File: config.mk
export PLATFORM = sky130hd
export DESIGN_NAME = tsp_exhaustive_tour_search
export DESIGN_NICKNAME = d
export VERILOG_FILES = /design/src/design/tsp_pkg.sv /design/src/design/tsp_ctrl.sv /design/src/design/tsp_dp.sv /design/src/design/tsp_exhaustive_tour_search.sv
export SDC_FILE = /design/constraint.sdc
export NUM_CORES = 2
export LEC_CHECK = 0
export ABC_CLOCK_PERIOD_IN_PS = 8700
export BUFFER_PORTS_ARGS = -buffer_cell sky130_fd_sc_hd__buf_4
export CAP_MARGIN = 5
export CORE_MARGIN = 8
export CORE_UTILIZATION = 45
export DETAILED_ROUTE_END_ITERATION = 10
export GPL_TIMING_DRIVEN = 0
export SYNTH_ARGS = -nofsm -noshare
export SYNTH_HDL_FRONTEND = slang
export SYNTH_SLANG_ARGS = --single-unit
File: constraint.sdc
create_clock -name clk_i -period 8.7 [get_ports clk_i]
set_clock_uncertainty 0.05 [all_clocks]
set_input_delay 1.74 -clock clk_i [delete_from_list [all_inputs] [get_ports clk_i]]
set_output_delay 1.74 -clock clk_i [all_outputs]
set_load 0.03 [all_outputs]
File: src/design/tsp_pkg.sv
// ----------------------------------------------------------------------------
// tsp_pkg - shared types and constants of the exhaustive tour search
// Sizes of the node, coordinate and cost paths and the command and status
// bundles that pass between the controller and the datapath.
// ----------------------------------------------------------------------------
package tsp_pkg;

  // problem size and coordinate format
  localparam int MAX_NODES  = 8;
  localparam int COORD_BITS = 24;

  // derived widths
  localparam int IDX_W      = $clog2(MAX_NODES);
  localparam int NODE_SLOTS = 1 << IDX_W;
  localparam int DEP_W      = $clog2(MAX_NODES + 1);
  localparam int TBL_AW     = 2 * IDX_W;
  localparam int TBL_DEPTH  = 1 << TBL_AW;
  localparam int DIST_W     = COORD_BITS + 1;
  localparam int COST_W     = DIST_W + $clog2(MAX_NODES);
  localparam int CMP_W      = (COST_W > 32) ? COST_W : 32;
  localparam int CFG_W      = 4;
  localparam int RES_W      = 32;

  // node count after reset
  localparam logic [CFG_W-1:0] CFG_RESET = CFG_W'(8);

  // best cost at the start of every search
  localparam logic [RES_W-1:0] BEST_INIT = 32'h7FFF_FFFF;

  // action codes
  localparam logic ACT_LOAD   = 1'b0;
  localparam logic ACT_SEARCH = 1'b1;

  // controller to datapath commands
  typedef struct packed {
    logic load;       // write one node's coordinates
    logic build_clr;  // restart the distance table sweep
    logic build;      // run the distance table sweep
    logic root;       // place node 0 as the first path entry
    logic expand;     // pick the next candidate or pop the top level
    logic push;       // extend the path by the picked candidate
    logic close;      // score the closed tour
  } cmd_t;

  // datapath to controller status
  typedef struct packed {
    logic build_done;  // distance table fully written
    logic found;       // a candidate exists at the top level
    logic depth_one;   // only the start node is on the path
    logic n_is_one;    // single node problem
    logic close_next;  // the coming push completes a tour
  } sts_t;

endpackage

File: src/design/tsp_ctrl.sv
// ----------------------------------------------------------------------------
// tsp_ctrl - search sequencer
// Takes start transactions, runs the table sweep, then steps the backtracking
// search one action per state and marks the result with a one-cycle strobe.
// ----------------------------------------------------------------------------
module tsp_ctrl (
  input  logic          clk_i,
  input  logic          rst_ni,
  input  logic          start,
  input  logic          action_i,
  input  tsp_pkg::sts_t sts_i,
  output tsp_pkg::cmd_t cmd_o,
  output logic          busy,
  output logic          done_o
);

  typedef enum logic [2:0] {
    ST_IDLE,
    ST_BUILD,
    ST_ROOT,
    ST_EXPAND,
    ST_PUSH,
    ST_CLOSE,
    ST_DONE
  } state_e;

  state_e state_q, state_d;

  // decode next state and commands
  always_comb begin
    state_d = state_q;
    cmd_o   = '0;
    case (state_q)
      ST_IDLE: begin
        if (start) begin
          if (action_i == tsp_pkg::ACT_SEARCH) begin
            cmd_o.build_clr = 1'b1;
            state_d         = ST_BUILD;
          end else begin
            cmd_o.load = 1'b1;
          end
        end
      end
      ST_BUILD: begin
        cmd_o.build = 1'b1;
        if (sts_i.build_done) begin
          state_d = ST_ROOT;
        end
      end
      ST_ROOT: begin
        cmd_o.root = 1'b1;
        state_d    = sts_i.n_is_one ? ST_CLOSE : ST_EXPAND;
      end
      ST_EXPAND: begin
        cmd_o.expand = 1'b1;
        if (sts_i.found) begin
          state_d = ST_PUSH;
        end else if (sts_i.depth_one) begin
          state_d = ST_DONE;
        end
      end
      ST_PUSH: begin
        cmd_o.push = 1'b1;
        state_d    = sts_i.close_next ? ST_CLOSE : ST_EXPAND;
      end
      ST_CLOSE: begin
        cmd_o.close = 1'b1;
        state_d     = ST_EXPAND;
      end
      ST_DONE: begin
        state_d = ST_IDLE;
      end
      default: begin
        state_d = ST_IDLE;
      end
    endcase
  end

  // hold state
  always_ff @(posedge clk_i or negedge rst_ni) begin
    if (!rst_ni) begin
      state_q <= ST_IDLE;
    end else begin
      state_q <= state_d;
    end
  end

  assign busy   = (state_q != ST_IDLE);
  assign done_o = (state_q == ST_DONE);

  // result strobe lasts one cycle
  a_done_single : assert property (@(posedge clk_i) disable iff (!rst_ni)
    (state_q == ST_DONE) |=> (state_q == ST_IDLE))
    else $error("result strobe held longer than one cycle");

  // search ends only from a failed candidate pick
  a_done_from_expand : assert property (@(posedge clk_i) disable iff (!rst_ni)
    (state_q == ST_DONE) |-> ($past(state_q) == ST_EXPAND))
    else $error("search finished outside a backtrack step");

endmodule

File: src/design/tsp_dp.sv
// ----------------------------------------------------------------------------
// tsp_dp - search datapath
// Coordinate stores, distance table with its build pipeline, path and
// candidate stacks with running partial costs, visited mask, best cost and
// saturating step counter.
// ----------------------------------------------------------------------------
module tsp_dp (
  input  logic                                clk_i,
  input  logic                                rst_ni,
  input  tsp_pkg::cmd_t                       cmd_i,
  output tsp_pkg::sts_t                       sts_o,
  input  logic [tsp_pkg::IDX_W-1:0]           node_index_i,
  input  logic signed [tsp_pkg::COORD_BITS-1:0] latitude_i,
  input  logic signed [tsp_pkg::COORD_BITS-1:0] longitude_i,
  input  logic                                cfg_we_i,
  input  logic [tsp_pkg::CFG_W-1:0]           cfg_wdata_i,
  output logic [tsp_pkg::RES_W-1:0]           min_cost_o,
  output logic [tsp_pkg::RES_W-1:0]           calls_made_o
);

  localparam int IDX_W  = tsp_pkg::IDX_W;
  localparam int DEP_W  = tsp_pkg::DEP_W;
  localparam int CRD_W  = tsp_pkg::COORD_BITS;
  localparam int TBL_AW = tsp_pkg::TBL_AW;
  localparam int DIST_W = tsp_pkg::DIST_W;
  localparam int COST_W = tsp_pkg::COST_W;
  localparam int CMP_W  = tsp_pkg::CMP_W;
  localparam int CFG_W  = tsp_pkg::CFG_W;
  localparam int NODES  = tsp_pkg::MAX_NODES;
  localparam int SLOTS  = tsp_pkg::NODE_SLOTS;

  // configuration
  logic [CFG_W-1:0] cfg_q;
  logic [DEP_W-1:0] n_eff;

  // coordinate memories
  logic [CRD_W-1:0] lat_mem [SLOTS];
  logic [CRD_W-1:0] lon_mem [SLOTS];

  // table build pipeline
  logic [TBL_AW:0]       bld_cnt_q;
  logic                  bld_issue;
  logic                  v1_q, v2_q;
  logic [TBL_AW-1:0]     a1_q, a2_q;
  logic signed [CRD_W-1:0] lat_a_q, lat_b_q, lon_a_q, lon_b_q;
  logic signed [CRD_W:0] dlat_s, dlon_s;
  logic [CRD_W:0]        dlat_m, dlon_m;
  logic [CRD_W-1:0]      dlat_q, dlon_q;
  logic [DIST_W-1:0]     dist_wr;

  // distance table
  logic [DIST_W-1:0] tbl_mem [tsp_pkg::TBL_DEPTH];
  logic [TBL_AW-1:0] rd_addr;
  logic [DIST_W-1:0] dist_rd_q;

  // search state
  logic [IDX_W-1:0]  path_q [SLOTS];
  logic [DEP_W-1:0]  nc_q   [SLOTS];
  logic [COST_W-1:0] cost_q [SLOTS];
  logic [NODES-1:0]  visited_q;
  logic [DEP_W-1:0]  depth_q;
  logic [DEP_W-1:0]  top_full;
  logic [IDX_W-1:0]  top_idx;
  logic [IDX_W-1:0]  dep_idx;
  logic [IDX_W-1:0]  c_q;
  logic [IDX_W-1:0]  c_sel;
  logic [NODES-1:0]  avail;
  logic              found;
  logic [NODES-1:0]  c_oh;
  logic [NODES-1:0]  top_oh;
  logic [COST_W-1:0] sum;
  logic [CMP_W-1:0]  sum_x;
  logic [tsp_pkg::RES_W-1:0] best_q;
  logic [tsp_pkg::RES_W-1:0] count_q;

  // hold node count register
  always_ff @(posedge clk_i or negedge rst_ni) begin
    if (!rst_ni) begin
      cfg_q <= tsp_pkg::CFG_RESET;
    end else if (cfg_we_i) begin
      cfg_q <= cfg_wdata_i;
    end
  end

  // clamp node count to the supported range
  always_comb begin
    if (cfg_q == '0) begin
      n_eff = DEP_W'(1);
    end else if (cfg_q > CFG_W'(NODES)) begin
      n_eff = DEP_W'(NODES);
    end else begin
      n_eff = DEP_W'(cfg_q);
    end
  end

  // write coordinates, read two nodes per sweep step
  always_ff @(posedge clk_i) begin
    if (cmd_i.load && (int'(node_index_i) < NODES)) begin
      lat_mem[node_index_i] <= latitude_i;
      lon_mem[node_index_i] <= longitude_i;
    end
    lat_a_q <= lat_mem[bld_cnt_q[TBL_AW-1:IDX_W]];
    lat_b_q <= lat_mem[bld_cnt_q[IDX_W-1:0]];
    lon_a_q <= lon_mem[bld_cnt_q[TBL_AW-1:IDX_W]];
    lon_b_q <= lon_mem[bld_cnt_q[IDX_W-1:0]];
  end

  assign bld_issue = cmd_i.build && !bld_cnt_q[TBL_AW];

  // advance sweep counter and pipeline valids
  always_ff @(posedge clk_i or negedge rst_ni) begin
    if (!rst_ni) begin
      bld_cnt_q <= '0;
      v1_q      <= 1'b0;
      v2_q      <= 1'b0;
    end else begin
      if (cmd_i.build_clr) begin
        bld_cnt_q <= '0;
      end else if (bld_issue) begin
        bld_cnt_q <= bld_cnt_q + (TBL_AW + 1)'(1);
      end
      v1_q <= bld_issue;
      v2_q <= v1_q;
    end
  end

  // absolute coordinate differences
  always_comb begin
    dlat_s = {lat_a_q[CRD_W-1], lat_a_q} - {lat_b_q[CRD_W-1], lat_b_q};
    dlon_s = {lon_a_q[CRD_W-1], lon_a_q} - {lon_b_q[CRD_W-1], lon_b_q};
    dlat_m = dlat_s[CRD_W] ? 
             (CRD_W + 1)'(-dlat_s) : (CRD_W + 1)'(dlat_s);
    dlon_m = dlon_s[CRD_W] ?
             (CRD_W + 1)'(-dlon_s) : (CRD_W + 1)'(dlon_s);
    dist_wr = {1'b0, dlat_q} + {1'b0, dlon_q};
  end

  // carry addresses and differences down the pipeline
  always_ff @(posedge clk_i) begin
    a1_q   <= bld_cnt_q[TBL_AW-1:0];
    a2_q   <= a1_q;
    dlat_q <= dlat_m[CRD_W-1:0];
    dlon_q <= dlon_m[CRD_W-1:0];
  end

  // distance table: one write, one registered read
  always_ff @(posedge clk_i) begin
    if (v2_q) begin
      tbl_mem[a2_q] <= dist_wr;
    end
    dist_rd_q <= tbl_mem[rd_addr];
  end

  // top of the path stack
  assign top_full = depth_q - DEP_W'(1);
  assign top_idx  = top_full[IDX_W-1:0];
  assign dep_idx  = depth_q[IDX_W-1:0];

  // first unvisited node at or after the top level's candidate
  always_comb begin
    for (int k = 0; k < NODES; k++) begin
      avail[k] = !visited_q[k] && (DEP_W'(k) >= nc_q[top_idx]) && (DEP_W'(k) < n_eff);
    end
    c_sel = '0;
    for (int k = NODES - 1; k >= 0; k--) begin
      if (avail[k]) begin
        c_sel = IDX_W'(k);
      end
    end
  end

  assign found  = (|avail) && (depth_q < n_eff);
  assign c_oh   = {{(NODES-1){1'b0}}, 1'b1} << c_q;
  assign top_oh = {{(NODES-1){1'b0}}, 1'b1} << path_q[top_idx];
  assign sum    = cost_q[top_idx] + COST_W'(dist_rd_q);
  assign sum_x  = CMP_W'(sum);

  // edge to look up next cycle
  always_comb begin
    if (cmd_i.push) begin
      rd_addr = {c_q, IDX_W'(0)};
    end else if (cmd_i.root) begin
      rd_addr = '0;
    end else begin
      rd_addr = {path_q[top_idx], c_sel};
    end
  end

  // stack payload
  always_ff @(posedge clk_i) begin
    if (cmd_i.root) begin
      path_q[0] <= '0;
      nc_q[0]   <= '0;
      cost_q[0] <= '0;
    end
    if (cmd_i.expand && found) begin
      c_q <= c_sel;
    end
    if (cmd_i.push) begin
      nc_q[top_idx]   <= DEP_W'(c_q) + DEP_W'(1);
      path_q[dep_idx] <= c_q;
      nc_q[dep_idx]   <= '0;
      cost_q[dep_idx] <= sum;
    end
  end

  // search control state, best cost and step count
  always_ff @(posedge clk_i or negedge rst_ni) begin
    if (!rst_ni) begin
      visited_q <= '0;
      depth_q   <= '0;
      best_q    <= '1;
      count_q   <= '0;
    end else begin
      if (cmd_i.root) begin
        visited_q <= {{(NODES-1){1'b0}}, 1'b1};
        depth_q   <= DEP_W'(1);
        best_q    <= tsp_pkg::BEST_INIT;
        count_q   <= 32'd1;
      end
      // drop the top node when no candidate remains
      if (cmd_i.expand && !found) begin
        visited_q <= visited_q & ~top_oh;
        depth_q   <= top_full;
      end
      if (cmd_i.push) begin
        visited_q <= visited_q | c_oh;
        depth_q   <= depth_q + DEP_W'(1);
        if (count_q != '1) begin
          count_q <= count_q + 32'd1;
        end
      end
      // keep the cheaper closed tour
      if (cmd_i.close && (sum_x < CMP_W'(best_q))) begin
        best_q <= sum_x[31:0];
      end
    end
  end

  assign sts_o.build_done = bld_cnt_q[TBL_AW] && !v1_q && !v2_q;
  assign sts_o.found      = found;
  assign sts_o.depth_one  = (depth_q == DEP_W'(1));
  assign sts_o.n_is_one   = (n_eff == DEP_W'(1));
  assign sts_o.close_next = ((depth_q + DEP_W'(1)) == n_eff);

  assign min_cost_o   = best_q;
  assign calls_made_o = count_q;

  // every node on the path is marked, nothing else
  a_mask_depth : assert property (@(posedge clk_i) disable iff (!rst_ni)
    $countones(visited_q) == int'(depth_q))
    else $error("visited mask disagrees with path depth");

  // path never grows past the node count
  a_depth_bound : assert property (@(posedge clk_i) disable iff (!rst_ni)
    depth_q <= n_eff)
    else $error("path depth beyond node count");

endmodule

File: src/design/tsp_exhaustive_tour_search.sv
// ----------------------------------------------------------------------------
// tsp_exhaustive_tour_search - brute force travelling salesman search
// Loads node coordinates and finds the cheapest closed Manhattan tour from
// node 0 by exhaustive backtracking.
// ----------------------------------------------------------------------------
// A load transaction (action 0) leaves busy low, so a new load can be
// taken every cycle. A search transaction (action 1) raises busy; it
// first sweeps the distance table of 64 entries, then each extension of a
// partial path (counted in calls_made) costs a candidate pick and a push,
// each level is later popped once, and each of the (n-1)! complete tours
// is scored in a close step. The pace is set by the single distance table
// read port, used once per step. The result appears for one cycle with
// done_o and cannot be stalled; busy falls in the cycle after it.
// ----------------------------------------------------------------------------
module tsp_exhaustive_tour_search (
  input  logic                                  clk_i,
  input  logic                                  rst_ni,
  input  logic                                  start,
  output logic                                  busy,
  input  logic                                  action_i,
  input  logic [tsp_pkg::IDX_W-1:0]             node_index_i,
  input  logic signed [tsp_pkg::COORD_BITS-1:0] latitude_i,
  input  logic signed [tsp_pkg::COORD_BITS-1:0] longitude_i,
  input  logic                                  cfg_we_i,
  input  logic [tsp_pkg::CFG_W-1:0]             cfg_wdata_i,
  output logic                                  done_o,
  output logic [tsp_pkg::RES_W-1:0]             min_cost_o,
  output logic [tsp_pkg::RES_W-1:0]             calls_made_o
);

  tsp_pkg::cmd_t cmd;
  tsp_pkg::sts_t sts;

  // sequencer
  tsp_ctrl u_ctrl (
    .clk_i    (clk_i),
    .rst_ni   (rst_ni),
    .start    (start),
    .action_i (action_i),
    .sts_i    (sts),
    .cmd_o    (cmd),
    .busy     (busy),
    .done_o   (done_o)
  );

  // storage and arithmetic
  tsp_dp u_dp (
    .clk_i        (clk_i),
    .rst_ni       (rst_ni),
    .cmd_i        (cmd),
    .sts_o        (sts),
    .node_index_i (node_index_i),
    .latitude_i   (latitude_i),
    .longitude_i  (longitude_i),
    .cfg_we_i     (cfg_we_i),
    .cfg_wdata_i  (cfg_wdata_i),
    .min_cost_o   (min_cost_o),
    .calls_made_o (calls_made_o)
  );

endmodule

==> impl_metrics.json <==
{
  "fin_hold_ws_ns": 0.3226,
  "nets": 7381,
  "placeableCoreArea_um2": 231700,
  "cp.required_ns": 9.43,
  "cp_num_buf_inv": 7,
  "place.gp.congestion": 1.016,
  "hpwl_um": 214600,
  "worst_setup_path_start_kind": "flip-flop",
  "path_max_fanout": 37,
  "ant_nets": 0,
  "clock_latency_ns": 0.91,
  "ios": 126,
  "drt-vias-per-instance": 6.010,
  "drive_gt1_frac": 0.2007,
  "setup_viol": 0,
  "drt-pass1-iter-count": 7,
  "synthArstFlopShare": 0.03546,
  "period_share": 0.9276,
  "start_util": 0.4508,
  "slowest_stage": "a211oi_2",
  "ys_types": 91,
  "worstMarginPinSlew_ns": 1.362,
  "synthTopCellsByArea": "edfxtp_1 64%, mux4_2 7.0%, dfxtp_1 4.1%",
  "fp-row-count": 177,
  "synth_edf_count": 2235,
  "cts_hold_buf": 0,
  "routed_wl_um": 302000,
  "grt_pass1_vias": 61220,
  "vias": 62647,
  "dieWidth_um": 497.7,
  "cts_sinks": 2538,
  "cpPeakStageDelay_ns": 1.11,
  "syn_area_um2": 104400,
  "cts_tree": "yes",
  "crit_family": "compound AO/OA/AOI/OAI gates",
  "grt_max_degree": 91,
  "yosys_warnings": 0,
  "cts.root.buffer_cell": "clkbuf_16",
  "synth_top_area_share": 0.6427,
  "cts_buffers": 281,
  "timing.final.max_slew_violations": 0,
  "crit_path_end_kind": "flip-flop",
  "cap_violations": 0,
  "synth_seq_cells": 2538,
  "status": "completed",
  "syn_nets": 6830,
  "grt_pass1_wl_um": 432400,
  "post_cts_buffers": 0,
  "die_h_um": 497.7,
  "fillers": 18803,
  "dieArea_um2": 247700,
  "synth_ff_type": "edfxtp_1",
  "synthCells": 6625,
  "antenna_found_initial": 20,
  "hold_viol": 0,
  "stdcell_area_um2": 120900,
  "max_freq_mhz": 123.9,
  "synth.yosys.seq_area_share": 0.7054,
  "max_slew_margin": 0.08523,
  "htree_levels": 5,
  "arrival_ns": 8.80,
  "crit_type": "reg -> reg",
  "yosysTopAreaCell": "edfxtp_1",
  "placed_area_um2": 112100,
  "syn_area_per_cell_um2": 15.76,
  "grt_setup_unrepaired": "false",
  "hold_class": "reg -> reg",
  "drt_iter0_drc": 7362,
  "portBuffers": 125,
  "grt_util_all_layers": 0.2359,
  "wire_per_inst_um": 28.97,
  "grt_overflow": 0,
  "area_delta_synth_final_pct": 15.75,
  "period_needed_ns": 8.070,
  "cts_buffer_depth": 4,
  "remaining_drc_errors": 0,
  "path_clk_slew_ns": 0.06,
  "cp_cell_sequence": "buf_2, buf_4, inv_1, ha_1, buf_2, buf_12, mux4_2, mux2_2, a2111oi_2, a21boi_1, a211oi_2, a221o_1, clkbuf_1, clkbuf_1, o22ai_1, o22ai_1, o21ai_0, o211ai_1"
}
## through the flow
| step | setup TNS, ns | worst slack, ns | util | std cells |
|---|---|---|---|---|
| 6_report | 0 | 0.6297 | 0.5218 | 10424 |
| 5_1_grt | 0 | 0.02474 | 0.5218 | 10418 |
| 4_1_cts | 0 | 0.06309 | 0.5215 | 10418 |
| 3_5_place_dp | -69.54 | -2.757 | 0.4840 | 9940 |
| 3_3_place_gp | -710.17 | -3.501 | 0.4713 | 9793 |
| 2_1_floorplan | 0 | 0.4185 | - | 6625 |
## Yosys cell counts, types with 143 or more instances
master and instances:
a21oi_1 143, clkbuf_1 209, dfxtp_1 213, edfxtp_1 2235, inv_1 155, mux2_2 236, mux2i_1 146, mux4_2 326
nand2_1 461, nand3_1 195, nor2_1 412, o21ai_0 315, o22ai_1 216
## layout make-up
type / count / area, um2 / share of cell area
Antenna cell: 6 / 15.01 / 0.0001242
Inverter: 157 / 589.3 / 0.004875
Clock buffer: 376 / 7719 / 0.06385
Tap cell: 3043 / 3807 / 0.03150
Multi-Input combinational cell: 3586 / 29480 / 0.2439
Clock inverter: 106 / 887.1 / 0.007339
Buffer: 339 / 1529 / 0.01265
Sequential cell: 2538 / 73670 / 0.6094
Timing Repair Buffer: 273 / 3184 / 0.02634
## sequential cells by signal, indices dropped and copies added, names as in the netlist, 25 cells and up
register	count
u_dp.lon_mem	192
u_dp.dist_rd_q	25
u_dp.cost_q	224
u_dp.min_cost_o	30
u_dp.lat_mem	192
u_dp.calls_made_o	32
u_dp.nc_q	32
u_dp.tbl_mem	1600
## cell families after synthesis
kind of cell,count (synthesis),synth area share
flops,2538,0.7054
simple gates,1417,0.06097
compound gates,1181,0.07498
mux,708,0.1097
buf+inv,501,0.01971
fa+ha+maj,145,0.01766
xor+xnor,135,0.01150
## metal layers
layer,wire length [um],share of wire,vias up,track usage
met5,26,0.000086,-,0
met4,13080,0.043,4,0.08912
met3,25800,0.085,540,0.04438
met2,139100,0.46,2743,0.3722
met1,124000,0.41,32149,0.3276
li1,-,-,27211,-
## layout by cell type, fill, tap and decap left out, drive strengths merged, types with 31 or more instances in the layout
master and count:
edfxtp 2235, clkbuf 588, nand2 461, nor2 413, buf 395, mux4 326
o21ai 322, mux2 236, o22ai 216, dfxtp 213, nand3 195, inv 162
mux2i 146, a21oi 143, ha 141, nor3 107, xnor2 98, o221ai 85
clkinv 77, dfrtp 59, and3 54, o211ai 50, a21o 48, or3 41
xor2 37, a31oi 32, dfstp 31, a211oi 31
## path summary, 6_finish.rpt
kind	startpoint	endpoint	slack [ns]	depth (start not counted)
min in group asynchronous	rst_ni	u_dp.v1_q	0.65	1
worst max-delay path	u_dp.depth_q[0]	u_dp.dist_rd_q[15]	0.63	18
worst min-delay path	u_dp.bld_cnt_q[4]	u_dp.a1_q[4]	0.32	0
worst min register to register	u_dp.bld_cnt_q[4]	u_dp.a1_q[4]	0.32	0
max in group asynchronous	rst_ni	u_dp.min_cost_o[10]	7.22	2
worst max register to register	u_dp.depth_q[0]	u_dp.dist_rd_q[15]	0.63	18
## timing repair
action / CTS / global route
cloned: 0 / 0
hold endpoints to repair: 0 / 0
endpoints found under the setup margin: 45 / 29
gates resized for setup: 31 / 11
Power is left out: the tool's default activity adds up to more than one toggle a clock period on the data nets, which glitch-free logic cannot reach.
